$ cat src/hdl/ntaf_pkg.sv
// Shared types, constants and helpers for the number-to-ASCII formatter.
// Used by the front end, the job queue, the character emitter and the top level.
// No dependencies.
`default_nettype none

package ntaf_pkg;

  // Widths of the item fields and of the job record
  localparam int unsigned VALUE_W  = 64;
  localparam int unsigned DIGITS_W = 80;
  localparam int unsigned IDX_W    = 5;
  localparam int unsigned PP_W     = 5;
  localparam int unsigned ACT_W    = 3;
  localparam int unsigned CHAR_W   = 7;

  // Action codes on the input beat
  localparam logic [ACT_W-1:0] ACT_DEC   = 3'd0;
  localparam logic [ACT_W-1:0] ACT_POINT = 3'd1;
  localparam logic [ACT_W-1:0] ACT_HEX   = 3'd2;
  localparam logic [ACT_W-1:0] ACT_GROUP = 3'd3;
  localparam logic [ACT_W-1:0] ACT_BYTE  = 3'd4;

  // Character codes
  localparam logic [CHAR_W-1:0] CH_ZERO   = 7'h30;
  localparam logic [CHAR_W-1:0] CH_LETTER = 7'h37;
  localparam logic [CHAR_W-1:0] CH_POINT  = 7'h2E;
  localparam logic [CHAR_W-1:0] CH_APOS   = 7'h27;

  // Digit positions followed by an apostrophe in grouped hex
  localparam logic [IDX_W-1:0] GROUP_HI  = 5'd12;
  localparam logic [IDX_W-1:0] GROUP_MID = 5'd8;
  localparam logic [IDX_W-1:0] GROUP_LO  = 5'd4;

  // Highest nibble index of the value and of the low byte
  localparam logic [IDX_W-1:0] TOP_NIBBLE = 5'd15;
  localparam logic [IDX_W-1:0] TOP_BYTE   = 5'd1;

  // How the emitter places separators between the digits
  typedef enum logic [1:0] {
    K_PLAIN,
    K_POINT,
    K_GROUP
  } kind_t;

  // One formatting job: digits as nibbles, emitted from index top down to 0
  typedef struct packed {
    kind_t               kind;
    logic [DIGITS_W-1:0] digits;
    logic [IDX_W-1:0]    top;
    logic [PP_W-1:0]     pp;
  } job_t;

  // ASCII for one decimal or hex digit, hex letters in upper case
  function automatic logic [CHAR_W-1:0] digit_char(input logic [3:0] d);
    return (d < 4'd10) ? CH_ZERO + CHAR_W'(d) : CH_LETTER + CHAR_W'(d);
  endfunction

endpackage

`default_nettype wire

$ cat src/hdl/number_to_ascii_formatter_unit.sv
// Top level of the number-to-ASCII formatter: front end, job queue and emitter.
// Depends on ntaf_pkg, ntaf_front, ntaf_queue and ntaf_back.
//
// Channel  | Direction | Beat contents
// s_axis   | in        | tdata: action[2:0], value[66:3], frac_digits[71:67]
// m_axis   | out       | tdata: character[6:0], zero in bit 7; tlast: last
//
// A beat is taken only while the front end is idle; decimal formats then run the shift-and-add-3
// loop over all 64 value bits before handing the job over, and hex formats go straight to the
// hand-over. The emitter then sends one character per cycle while m_axis is ready,
// loading each job from the queue before its first character.
// A two-entry queue decouples the two; a long m_axis stall fills it and then holds s_axis.
// Reset clears all control state at once; actions 5 to 7 are taken and produce no text.
`default_nettype none

module number_to_ascii_formatter_unit #(
  parameter int unsigned MAX_DIGITS = 20
) (
  input  wire logic        clk,
  input  wire logic        rst,
  input  wire logic        s_tvalid,
  output logic             s_tready,
  input  wire logic [71:0] s_tdata,   // action[2:0], value[66:3], frac_digits[71:67]
  output logic             m_tvalid,
  input  wire logic        m_tready,
  output logic [7:0]       m_tdata,   // character[6:0], bit 7 zero
  output logic             m_tlast
);
  import ntaf_pkg::*;

  logic push_valid;
  logic push_ready;
  job_t push_data;
  logic pop_valid;
  logic pop_ready;
  job_t pop_data;

  // Accept and convert
  ntaf_front #(
    .MAX_DIGITS (MAX_DIGITS)
  ) u_front (
    .clk        (clk),
    .rst        (rst),
    .in_valid   (s_tvalid),
    .in_ready   (s_tready),
    .in_action  (s_tdata[2:0]),
    .in_value   (s_tdata[66:3]),
    .in_pp      (s_tdata[71:67]),
    .push_valid (push_valid),
    .push_ready (push_ready),
    .push_data  (push_data)
  );

  // Decouple conversion from emission
  ntaf_queue u_queue (
    .clk        (clk),
    .rst        (rst),
    .push_valid (push_valid),
    .push_ready (push_ready),
    .push_data  (push_data),
    .pop_valid  (pop_valid),
    .pop_ready  (pop_ready),
    .pop_data   (pop_data)
  );

  // Emit characters
  ntaf_back u_back (
    .clk       (clk),
    .rst       (rst),
    .pop_valid (pop_valid),
    .pop_ready (pop_ready),
    .pop_data  (pop_data),
    .out_valid (m_tvalid),
    .out_ready (m_tready),
    .out_data  (m_tdata),
    .out_last  (m_tlast)
  );

endmodule

`default_nettype wire

$ cat src/hdl/ntaf_front.sv
// Front end: accepts input beats, converts decimal values to BCD by shift-and-add-3,
// finds the leading digit and hands a finished job to the queue.
// Depends on ntaf_pkg.
`default_nettype none

module ntaf_front #(
  parameter int unsigned MAX_DIGITS = 20
) (
  input  wire logic                          clk,
  input  wire logic                          rst,
  input  wire logic                          in_valid,
  output logic                               in_ready,
  input  wire logic [ntaf_pkg::ACT_W-1:0]    in_action,
  input  wire logic [ntaf_pkg::VALUE_W-1:0]  in_value,
  input  wire logic [ntaf_pkg::PP_W-1:0]     in_pp,
  output logic                               push_valid,
  input  wire logic                          push_ready,
  output ntaf_pkg::job_t                     push_data
);
  import ntaf_pkg::*;

  localparam int unsigned BCD_W = 4 * MAX_DIGITS;
  localparam logic [5:0]  LAST_STEP = 6'(VALUE_W - 1);
  localparam logic [PP_W-1:0] PP_MAX = PP_W'(MAX_DIGITS - 1);
  localparam logic [IDX_W-1:0] DEC_TOP_MAX = IDX_W'(MAX_DIGITS - 1);

  typedef enum logic [1:0] {
    S_IDLE,
    S_CONV,
    S_PUSH
  } state_t;

  state_t             state;
  logic [ACT_W-1:0]   action;
  logic [VALUE_W-1:0] value;
  logic [PP_W-1:0]    pp;
  logic [BCD_W-1:0]   bcd;
  logic [BCD_W-1:0]   bcd_next;
  logic               bcd_carry;
  logic               ovf;
  logic [5:0]         step;
  logic [IDX_W-1:0]   dec_top;
  logic [IDX_W-1:0]   hex_top;
  logic [PP_W-1:0]    pp_sat;

  // One double-dabble step: correct every digit of five or more, then shift in.
  // The bit shifted out of the top digit means the value no longer fits the buffer.
  always_comb begin
    logic [BCD_W-1:0] adj;
    adj = bcd;
    for (int i = 0; i < int'(MAX_DIGITS); i++) begin
      if (bcd[4*i +: 4] >= 4'd5) begin
        adj[4*i +: 4] = bcd[4*i +: 4] + 4'd3;
      end
    end
    bcd_next  = {adj[BCD_W-2:0], value[VALUE_W-1]};
    bcd_carry = adj[BCD_W-1];
  end

  // Leading digit of the decimal and of the hex form; zero counts as one digit.
  // A value too wide for the buffer keeps every buffer digit, zeros included.
  always_comb begin
    dec_top = '0;
    for (int i = 0; i < int'(MAX_DIGITS); i++) begin
      if (bcd[4*i +: 4] != 4'd0) begin
        dec_top = IDX_W'(i);
      end
    end
    if (ovf) begin
      dec_top = DEC_TOP_MAX;
    end
    hex_top = '0;
    for (int i = 0; i < 16; i++) begin
      if (value[4*i +: 4] != 4'd0) begin
        hex_top = IDX_W'(i);
      end
    end
    pp_sat = (pp > PP_MAX) ? PP_MAX : pp;
  end

  // Build the job record from the finished conversion
  always_comb begin
    push_data        = '0;
    push_data.kind   = K_PLAIN;
    push_data.digits = DIGITS_W'(value);
    push_data.top    = hex_top;
    push_data.pp     = pp_sat;
    unique case (action)
      ACT_DEC: begin
        push_data.digits = DIGITS_W'(bcd);
        push_data.top    = dec_top;
      end
      ACT_POINT: begin
        push_data.kind   = K_POINT;
        push_data.digits = DIGITS_W'(bcd);
        push_data.top    = (dec_top > pp_sat) ? dec_top : pp_sat;
      end
      ACT_GROUP: begin
        push_data.kind = K_GROUP;
        push_data.top  = TOP_NIBBLE;
      end
      ACT_BYTE: begin
        push_data.top = TOP_BYTE;
      end
      default: begin
        push_data.top = hex_top;
      end
    endcase
  end

  assign in_ready   = (state == S_IDLE);
  assign push_valid = (state == S_PUSH);

  // Sequencer: idle, 64 conversion steps for decimal, then hand-over
  always_ff @(posedge clk) begin
    if (rst) begin
      state <= S_IDLE;
      step  <= '0;
    end else begin
      unique case (state)
        S_IDLE: begin
          if (in_valid) begin
            action <= in_action;
            value  <= in_value;
            pp     <= in_pp;
            bcd    <= '0;
            ovf    <= 1'b0;
            step   <= '0;
            case (in_action) inside
              ACT_DEC, ACT_POINT:            state <= S_CONV;
              ACT_HEX, ACT_GROUP, ACT_BYTE:  state <= S_PUSH;
              default:                       state <= S_IDLE;
            endcase
          end
        end
        S_CONV: begin
          bcd   <= bcd_next;
          value <= {value[VALUE_W-2:0], 1'b0};
          step  <= step + 6'd1;
          if (bcd_carry) begin
            ovf <= 1'b1;
          end
          if (step == LAST_STEP) begin
            state <= S_PUSH;
          end
        end
        S_PUSH: begin
          if (push_ready) begin
            state <= S_IDLE;
          end
        end
        default: state <= S_IDLE;
      endcase
    end
  end

  // The conversion always ends after exactly one step per value bit
  a_conv_done: assert property (@(posedge clk) disable iff (rst)
    (state == S_CONV && step == LAST_STEP) |=> (state == S_PUSH))
    else $error("conversion did not finish after the last step");

  // A job offered to the queue stays offered until taken
  a_push_hold: assert property (@(posedge clk) disable iff (rst)
    (push_valid && !push_ready) |=> push_valid)
    else $error("job withdrawn before the queue took it");

endmodule

`default_nettype wire

$ cat src/hdl/ntaf_queue.sv
// Two-entry job queue between the front end and the character emitter.
// Depends on ntaf_pkg.
`default_nettype none

module ntaf_queue (
  input  wire logic            clk,
  input  wire logic            rst,
  input  wire logic            push_valid,
  output logic                 push_ready,
  input  wire ntaf_pkg::job_t  push_data,
  output logic                 pop_valid,
  input  wire logic            pop_ready,
  output ntaf_pkg::job_t       pop_data
);
  import ntaf_pkg::*;

  localparam int unsigned DEPTH = 2;

  job_t       mem [DEPTH];
  logic       wr_ptr;
  logic       rd_ptr;
  logic [1:0] count;
  logic       push;
  logic       pop;

  assign push_ready = (count != 2'(DEPTH));
  assign pop_valid  = (count != 2'd0);
  assign pop_data   = mem[rd_ptr];
  assign push       = push_valid && push_ready;
  assign pop        = pop_valid && pop_ready;

  // Storage write
  always_ff @(posedge clk) begin
    if (push) begin
      mem[wr_ptr] <= push_data;
    end
  end

  // Pointers and fill level
  always_ff @(posedge clk) begin
    if (rst) begin
      wr_ptr <= 1'b0;
      rd_ptr <= 1'b0;
      count  <= '0;
    end else begin
      if (push) begin
        wr_ptr <= ~wr_ptr;
      end
      if (pop) begin
        rd_ptr <= ~rd_ptr;
      end
      count <= count + 2'(push) - 2'(pop);
    end
  end

  a_level: assert property (@(posedge clk) disable iff (rst)
    count <= 2'(DEPTH))
    else $error("queue fill level beyond its depth");

  a_push_fills: assert property (@(posedge clk) disable iff (rst)
    (push && !pop) |=> (count != 2'd0))
    else $error("queue empty after a push");

endmodule

`default_nettype wire

$ cat src/hdl/ntaf_back.sv
// Character emitter: takes jobs from the queue and sends one character per beat,
// placing the decimal point or the group apostrophes and flagging the last one.
// Depends on ntaf_pkg.
`default_nettype none

module ntaf_back (
  input  wire logic            clk,
  input  wire logic            rst,
  input  wire logic            pop_valid,
  output logic                 pop_ready,
  input  wire ntaf_pkg::job_t  pop_data,
  output logic                 out_valid,
  input  wire logic            out_ready,
  output logic [7:0]           out_data,
  output logic                 out_last
);
  import ntaf_pkg::*;

  job_t              job;
  logic              active;
  logic              sep;
  logic [IDX_W-1:0]  k;
  logic [3:0]        cur_digit;
  logic              need_sep;
  logic              adv;
  logic              emit;
  logic [CHAR_W-1:0] emit_char;
  logic              emit_last;
  logic              pop;

  assign pop_ready = !active;
  assign pop       = pop_valid && pop_ready;

  // Choose the next character and whether a separator follows this digit
  always_comb begin
    cur_digit = job.digits[{k, 2'b00} +: 4];
    need_sep  = (job.kind == K_POINT && k == job.pp) ||
                (job.kind == K_GROUP &&
                 (k == GROUP_HI || k == GROUP_MID || k == GROUP_LO));
    adv  = !out_valid || out_ready;
    emit = active && adv;
    if (sep) begin
      emit_char = (job.kind == K_POINT) ? CH_POINT : CH_APOS;
      emit_last = (k == '0);
    end else begin
      emit_char = digit_char(cur_digit);
      emit_last = (k == '0) && !need_sep;
    end
  end

  // Walk the digits from the top down; the output register parts the two sides
  always_ff @(posedge clk) begin
    if (rst) begin
      active    <= 1'b0;
      sep       <= 1'b0;
      out_valid <= 1'b0;
    end else begin
      if (adv) begin
        out_valid <= emit;
      end
      if (emit) begin
        out_data <= {1'b0, emit_char};
        out_last <= emit_last;
        if (!sep && need_sep) begin
          sep <= 1'b1;
        end else begin
          sep <= 1'b0;
          if (k == '0) begin
            active <= 1'b0;
          end else begin
            k <= k - 5'd1;
          end
        end
      end else if (pop) begin
        active <= 1'b1;
        job    <= pop_data;
        k      <= pop_data.top;
        sep    <= 1'b0;
      end
    end
  end

  // The final character of a job always closes that job
  a_last_ends: assert property (@(posedge clk) disable iff (rst)
    (emit && emit_last) |=> !active)
    else $error("job still active after its last character");

  // Only point and grouped formats ever produce a separator
  a_sep_kind: assert property (@(posedge clk) disable iff (rst)
    (active && sep) |-> (job.kind != K_PLAIN))
    else $error("separator in a plain format");

endmodule

`default_nettype wire

$ cat config.mk
export PLATFORM = sky130hd
export DESIGN_NAME = number_to_ascii_formatter_unit
export DESIGN_NICKNAME = d
export VERILOG_FILES = /design/src/hdl/ntaf_pkg.sv /design/src/hdl/number_to_ascii_formatter_unit.sv /design/src/hdl/ntaf_front.sv /design/src/hdl/ntaf_queue.sv /design/src/hdl/ntaf_back.sv
export SDC_FILE = /design/constraint.sdc
export NUM_CORES = 1
export LEC_CHECK = 0
export BUFFER_PORTS_ARGS = -buffer_cell sky130_fd_sc_hd__clkbuf_2
export CAP_MARGIN = 15
export CORE_ASPECT_RATIO = 0.6
export CORE_MARGIN = 2
export CORE_UTILIZATION = 50
export DETAILED_ROUTE_END_ITERATION = 10
export PLACE_DENSITY_LB_ADDON = 0.25
export SYNTH_ARGS = -nofsm -noshare
export SYNTH_HDL_FRONTEND = slang
export SYNTH_SLANG_ARGS = --single-unit
$ cat constraint.sdc
create_clock -name clk -period 9.17 [get_ports clk]
set_input_delay 1.834 -clock clk [delete_from_list [all_inputs] [get_ports clk]]
set_output_delay 1.834 -clock clk [all_outputs]
set_load 0.02 [all_outputs]
==> reports/qor.yml, run 1 <==
timing:
  setup_viol: 0
  min_period_ns: 4.168
  grt_setup_unrepaired: "no"
  slew_viol_final: 0
  period_share_pct: 45.46
  hold_viol: 0
  worst_pin_slew_ns: 1.119
  clock_skew_ns: 0.01992
  fin_setup_tns_ns: 0
  fmax_ghz: 0.2399
  slew_headroom_pct: 25.37
yosys:
  syn_avg_cell_area_um2: 13.19
  synthArstFlopShare_pct: 0
  yosysMostFrequentCell: "edfxtp_1"
  synth_cells: 1567
  synth_top_area_share_pct: 63.50
  yosysUniqueCellTypes: 55
  ys_top_cells_by_count: "437 x edfxtp_1, 265 x nand2_1, 153 x mux2_2, 127 x nor2_1, 90 x a21oi_1"
  yosysTopAreaCell: "edfxtp_1"
  synth-seq-area-share_pct: 65.05
  syn-cell-area_um2: 20670
  yosys_warnings: 0
  synth_edf_count: 437
  syn-num-nets: 1697
  synthTopCellsByArea: "edfxtp_1 63%, mux2_2 8.3%, nand2_1 4.8%, ha_1 3.3%, nor2_1 2.3%"
  synth_ff_type: "edfxtp_1"
  ys_ff_latch: 453
floorplan:
  num_rows: 57
  die_area_um2: 43030
  io_pins: 87
  die_h_um: 161.5
  start_util_pct: 50.93
  dieWidth_um: 266.5
  core_um2: 40580
pwr:
  p_comb_share_pct: 17.4
  ir_worst_vdd_v: 0.0001291
  clockPowerShare_pct: 32.6
  power.internal_mw: 3.927
  switchingPower_mw: 1.445
  power_density_nw_per_um2: 233.4
  pwr-share-seq_pct: 50.0
  power_leakage_nw: 8.295
  switching_share_pct: 26.90
detailed_routing:
  ant_nets: 0
  wl_per_cell_um: 20.34
  viasPerCell: 5.590
  wirelength_mm: 44.98
  dr.pass1.iters: 7
  drc_errors: 0
  via_count: 12370
  drt_iter0_drc: 1272
final_layout:
  drive_above_1_share_pct: 19.75
  insertedDiodeCount: 0
  postLayoutCoreUtil_pct: 56.71
  syn_to_final_growth_pct: 11.36
  final_cells: 2212
  nets: 1780
setup_path:
  r2r_start: "u_front.bcd[24]$_SDFFCE_PN0P_"
  path_cells: "inv_1 -> ha_1 -> or3b_1 -> nor4b_1 -> a21bo_2 -> a31oi_1 -> o311a_1 -> o311ai_1 -> ha_1 -> nor2b_1 -> o21a_1 -> o21ai_0 -> a21oi_1 -> nand2b_1 -> nor4_1 -> a311oi_1"
  crit_path_end: "u_queue.mem[0][5]$_DFFE_PP_"
  start_kind: "flop"
  rr_endpoint: "u_queue.mem[0][5]$_DFFE_PP_"
  slowest_stage: "edfxtp_1"
  cp-startpoint: "u_front.bcd[24]$_SDFFCE_PN0P_"
  crit_required_ns: 9.51
  r2r_cells: 16
  critPathCaptureType: "flop"
  cpMostUsedCell: "ha_1"
  critPathMaxFanout: 6
  crit_type: "reg -> reg"
  ff2ff_setup_slack_ns: 5.00
  cpPeakStageDelay_ns: 0.43
  worstPathArrival_ns: 4.51
clock_tree:
  clock_path_buffers: 3
  postCtsSetupBuffers: 0
  post_cts_resized: 0
  cts_num_sinks: 453
  postCtsHoldBufs: 0
  clkTransAtPathRegs_ns: 0.06
  worst_skew_pair.late_latency_ns: 0.56
  cts_buffers: 43
  cts_tree: "built"
  htree_levels: 2
  clockRootBuffer: "clkbuf_16"
placement:
  gp_congestion: 0.8350
  numPortBuffers: 85
  dp_hpwl_mm: 28.89
  numPlacedInstances: 2136
flow_run:
  drv_cap: 0
grt:
  grt_pass1_vias: 12020
  grt_max_degree: 145
  track_usage_pct: 21.12
  grt_pass1_wl_mm: 69.56
  overflow: 0
  antenna_found_initial: 0
min_path:
  worstHoldPathType: "reg -> reg"
run_status:
  status: "finished clean"
==> through the flow <==
stage	area (um^2)	power [mW]	setup slack, ns	hold WS, ns
finish	23010	5.372	5.002	0.4811
global route	23010	5.587	4.674	0.5182
CTS	23010	5.402	5.074	0.4931
detailed placement	21650	3.654	4.929	0.4827
global placement	21650	3.631	5.021	0.4676
floorplan	20670	3.387	0.2796	0.4537
==> worst max-delay path, delay by kind of cell (launching register included) <==
family / cells / cell delay [ns]
buf+inv: 1 / 0.14
simple gates: 5 / 1.17
compound gates: 8 / 1.67
flops: 1 / 0.43
fa+ha+maj: 2 / 0.54
==> state kept, by name (all words and copies together), names as in the netlist, 3 cells and up, named ones only <==
register	cells
u_front.step	6
u_queue.mem	184
u_back.k	5
u_front.value	64
u_back.out_data	7
u_front.action	3
u_front.pp	5
u_back.job	87
u_front.bcd	80
==> logic make-up (layout without fill, tap and decap cells) <==
family | Yosys count | in the layout | synth area share, %
multiplexers | 186 | 186 | 11.09
adder cells (fa/ha/maj) | 54 | 54 | 3.269
AO/OA/AOI/OAI | 161 | 161 | 4.480
AND/OR/NAND/NOR | 537 | 537 | 11.40
flip-flops | 453 | 453 | 65.05
other | 1 | 1 | 0.01815
XOR/XNOR | 56 | 56 | 2.373
buffers and inverters | 119 | 233 | 2.325
==> worst min-delay path by stage <==
stage	from	to	slack, ns	cells past startpoint
floorplan	u_front.step[5]$_SDFFE_PP0P_	u_front.step[5]$_SDFFE_PP0P_	0.45	2
global placement	u_front.step[5]$_SDFFE_PP0P_	u_front.step[5]$_SDFFE_PP0P_	0.47	2
detailed placement	u_front.step[5]$_SDFFE_PP0P_	u_front.step[5]$_SDFFE_PP0P_	0.48	2
CTS	u_front.step[5]$_SDFFE_PP0P_	u_front.step[5]$_SDFFE_PP0P_	0.49	2
global route	u_front.step[5]$_SDFFE_PP0P_	u_front.step[5]$_SDFFE_PP0P_	0.52	2
finish	u_front.step[5]$_SDFFE_PP0P_	u_front.step[5]$_SDFFE_PP0P_	0.48	2
==> layer usage <==
metal  vias up  global-route usage [%]  part of all wire [%]
met5         -                       0                     0
met1      6108                   33.24                    50
met4         0                   4.980                   1.7
met3        56                   4.574                   6.8
li1       5827                       -                     -
met2       374                   29.72                    42
==> layout by cell type (no fill, tap or decap), types with 15 or more instances in the layout <==
cell type  netlist  layout
a21oi_1         90      90
clkbuf_16        0      46
clkbuf_2         1      85
dfxtp_1         16      15
edfxtp_1       437     437
ha_1            54      54
inv_1           58      57
mux2_2         153     153
mux2i_1         17      17
nand2_1        265     265
nand2b_1        28      27
nor2_1         127     124
nor3_1          36      36
nor4_1          17      17
o21ai_0         37      37
xnor2_1         25      25
xor2_1          31      31
==> power groups by stage <==
stage	combinational, mW	sequential (mW)	clock, mW
CTS	0.935	2.69	1.78
global route	1.02	2.71	1.85
global placement	0.909	2.72	0
detailed placement	0.924	2.73	0
finish	0.934	2.69	1.75
floorplan	0.709	2.68	0
==> final cells by class <==
class | count | area [um^2]
flip-flops and latches | 453 | 13450
repair buffers | 99 | 543.0
fillers | 3215 | 17570
well taps | 531 | 664.4
inverters | 58 | 217.7
multi-input cells | 995 | 6783
clock inverters | 19 | 136.4
clock buffers | 57 | 1222
Power figures use the tool's default switching activity.
==> inputs of run 2 (changes only) <==
==> constraint.sdc (replaced) <==
create_clock -name clk -period 4.1 [get_ports clk]
set_input_delay 0.82 -clock clk [delete_from_list [all_inputs] [get_ports clk]]
set_output_delay 0.82 -clock clk [all_outputs]
set_load 0.02 [all_outputs]
==> reports/qor.yml, run 2 (synthesis gave the netlist of run 1 again) <==
run_status:
  status: "finished clean"
pwr:
  power_density_nw_per_um2: 509.4  # +120%
  clockPowerShare_pct: 31.1  # -1.5 points
  pwr-share-seq_pct: 51.2  # +1.2 points
  total_power_mw: 11.80  # +120%
  switchingPower_mw: 3.159  # +120%
  power.internal_mw: 8.644  # +120%
  power_leakage_nw: 8.360  # +0.79%
  switching_share_pct: 26.76  # -0.14 points
  ir_worst_vdd_v: 0.0003068  # +140%
  p_comb_share_pct: 17.7  # +0.3 points
timing:
  fin_setup_tns_ns: 0  # unchanged
  slew_viol_final: 0  # unchanged
  clock_skew_ns: 0.01095  # -0.008970 ns
  period_share_pct: 96.59  # +51 points
  setup_viol: 0  # unchanged
  min_period_ns: 3.960  # -0.2082 ns
  worst_pin_slew_ns: 1.067  # -0.05289 ns
  hold_viol: 0  # unchanged
  slew_headroom_pct: 28.24  # +2.9 points
  fmax_ghz: 0.2525  # +5.3%
floorplan:
  die_h_um: 161.5  # unchanged
  io_pins: 87  # unchanged
  core_um2: 40580  # unchanged
  start_util_pct: 50.93  # unchanged
  die_area_um2: 43030  # unchanged
  num_rows: 57  # unchanged
  dieWidth_um: 266.5  # unchanged
clock_tree:
  clkTransAtPathRegs_ns: 0.06  # about the same
  cts_buffers: 43  # unchanged
  htree_levels: 2  # unchanged
  cts_num_sinks: 453  # unchanged
  clockRootBuffer: "clkbuf_16"
  clock_path_buffers: 3  # unchanged
  worst_skew_pair.late_latency_ns: 0.55  # about the same
  cts_tree: "built"
placement:
  numPortBuffers: 85  # unchanged
  dp_hpwl_mm: 29.05  # +0.57%
  gp_congestion: 0.8262  # -1.1%
flow_run:
  drv_cap: 0  # unchanged
min_path:
  min_to: "u_front.pp[4]$_DFFE_PP_"
  hold_depth: 1  # -1
  hold_start: "s_tdata[71]"
  worstHoldPathType: "in -> reg"
final_layout:
  nets: 1801  # +1.2%
  largest-register: "u_queue.mem"
  insertedDiodeCount: 0  # unchanged
  largest_reg_flops: 184  # unchanged
  final_common_cell: "edfxtp_1"
  syn_to_final_growth_pct: 12.10
  layout_common_cells: "437 x edfxtp_1, 265 x nand2_1, 153 x mux2_2"
  postLayoutCoreUtil_pct: 57.09  # +0.38 points
  drive_above_1_share_pct: 20.93  # +1.2 points
  top_regs: "u_queue.mem x184, u_back.job x87, u_front.bcd x80"
detailed_routing:
  wl_per_cell_um: 20.01  # -1.6%
  via_count: 12330  # -0.27%
  drc_errors: 0  # unchanged
  ant_nets: 0  # unchanged
  viasPerCell: 5.537  # -0.94%
  drt_iter0_drc: 1247  # -2.0%
  dr.pass1.iters: 6  # -1
  wirelength_mm: 44.57  # -0.92%
grt:
  grt_max_degree: 93  # -36%
  antenna_found_initial: 0  # unchanged
  busiest_layer: "met1"
  grt_pass1_wl_mm: 69.82  # +0.38%
  overflow: 0  # unchanged
  grt_pass1_vias: 12080  # +0.54%
  met3_usage_pct: 4.269  # -0.30 points
  use_met2_pct: 29.23  # -0.50 points
  use_met1_pct: 33.72  # +0.48 points
  track_usage_pct: 20.99  # -0.13 points
setup_path:
  critPathCaptureType: "flop"
  critPathMaxFanout: 4  # -2
  r2r_cells: 16  # unchanged
  rr_endpoint: "u_queue.mem[0][6]$_DFFE_PP_"
  start_kind: "flop"
  ff2ff_setup_slack_ns: 0.14  # -4.86 ns
  r2r_start: "u_front.bcd[25]$_SDFFCE_PN0P_"
  crit_required_ns: 4.39  # -5.12 ns
  crit_type: "reg -> reg"
  worstPathArrival_ns: 4.25  # -0.26 ns
==> run 2: routing by layer <==
layer / up-vias / part of all wire (%)
met1: 6061 / 50
met2: 352 / 42
met3: 50 / 6.6
met5: - / 0
met4: 0 / 1.5
li1: 5869 / -
==> run 2: through the flow <==
step	instances	cell area, um^2	setup slack (ns)	hold slack [ns]
3_3_place_gp	2152	21840	0.1494	0.4665
6_report	2227	23170	0.1397	0.4501
4_1_cts	2222	23080	0.02564	0.4281
2_1_floorplan	1567	20670	-1.334	0.4537
3_5_place_dp	2152	21840	0.06367	0.4818
5_1_grt	2227	23170	-0.01190	0.4324
==> run 2: layout make-up <==
| class | instances | area [um^2] |
|---|---|---|
| clock inverter | 15 | 120.1 |
| fill | 3203 | 17410 |
| clock buffer | 55 | 1121 |
| tap | 531 | 664.4 |
| sequential | 453 | 13450 |
| inverter | 58 | 217.7 |
| timing repair buffer | 120 | 763.2 |
| multi-input combinational | 995 | 6834 |
==> run 2: power by group through the flow <==
stage | Sequential [mW] | Clock [mW] | Combinational [mW]
after floorplan | 5.97 | 0 | 1.59
after global placement | 6.12 | 0 | 2.04
after detailed placement | 6.12 | 0 | 2.08
after CTS | 6.03 | 3.76 | 2.09
after global routing | 6.08 | 3.93 | 2.31
final | 6.04 | 3.67 | 2.09
==> run 2: timing repair <==
| action | 4_1_cts | 5_1_grt |
|---|---|---|
| gates resized for setup | 0 | 10 |
| hold buffers | 0 | 0 |
| hold endpoints to repair | 0 | 0 |
| setup endpoints to repair | 0 | 10 |
| buffers inserted | 0 | 5 |
==> run 2: worst max-delay path by stage <==
| stage | endpoint | start | cells after the start |
|---|---|---|---|
| finish | u_queue.mem[0][6]$_DFFE_PP_ | u_front.bcd[25]$_SDFFCE_PN0P_ | 16 |
| global route | u_queue.mem[1][6]$_DFFE_PP_ | u_front.bcd[24]$_SDFFCE_PN0P_ | 16 |
| floorplan | u_front.bcd[0]$_SDFFCE_PN0P_ | rst | 3 |
| global placement | u_queue.mem[0][6]$_DFFE_PP_ | u_front.bcd[16]$_SDFFCE_PN0P_ | 16 |
| CTS | u_queue.mem[1][5]$_DFFE_PP_ | u_front.bcd[24]$_SDFFCE_PN0P_ | 16 |
| detailed placement | u_queue.mem[0][6]$_DFFE_PP_ | u_front.bcd[24]$_SDFFCE_PN0P_ | 16 |
==> run 2: critical path: stages (launching register included) <==
cell and delay [ns]:
edfxtp_1 0.42, inv_1 0.13, ha_1 0.15, or3b_1 0.39, nor4b_2 0.33, a21bo_2 0.27, a31oi_2 0.22, o311a_1 0.19
o311ai_2 0.11, ha_1 0.35, nor2b_1 0.13, o21a_1 0.15, o21ai_0 0.19, a21oi_2 0.12, o21ba_2 0.23, o21ai_0 0.13
o21ba_2 0.18
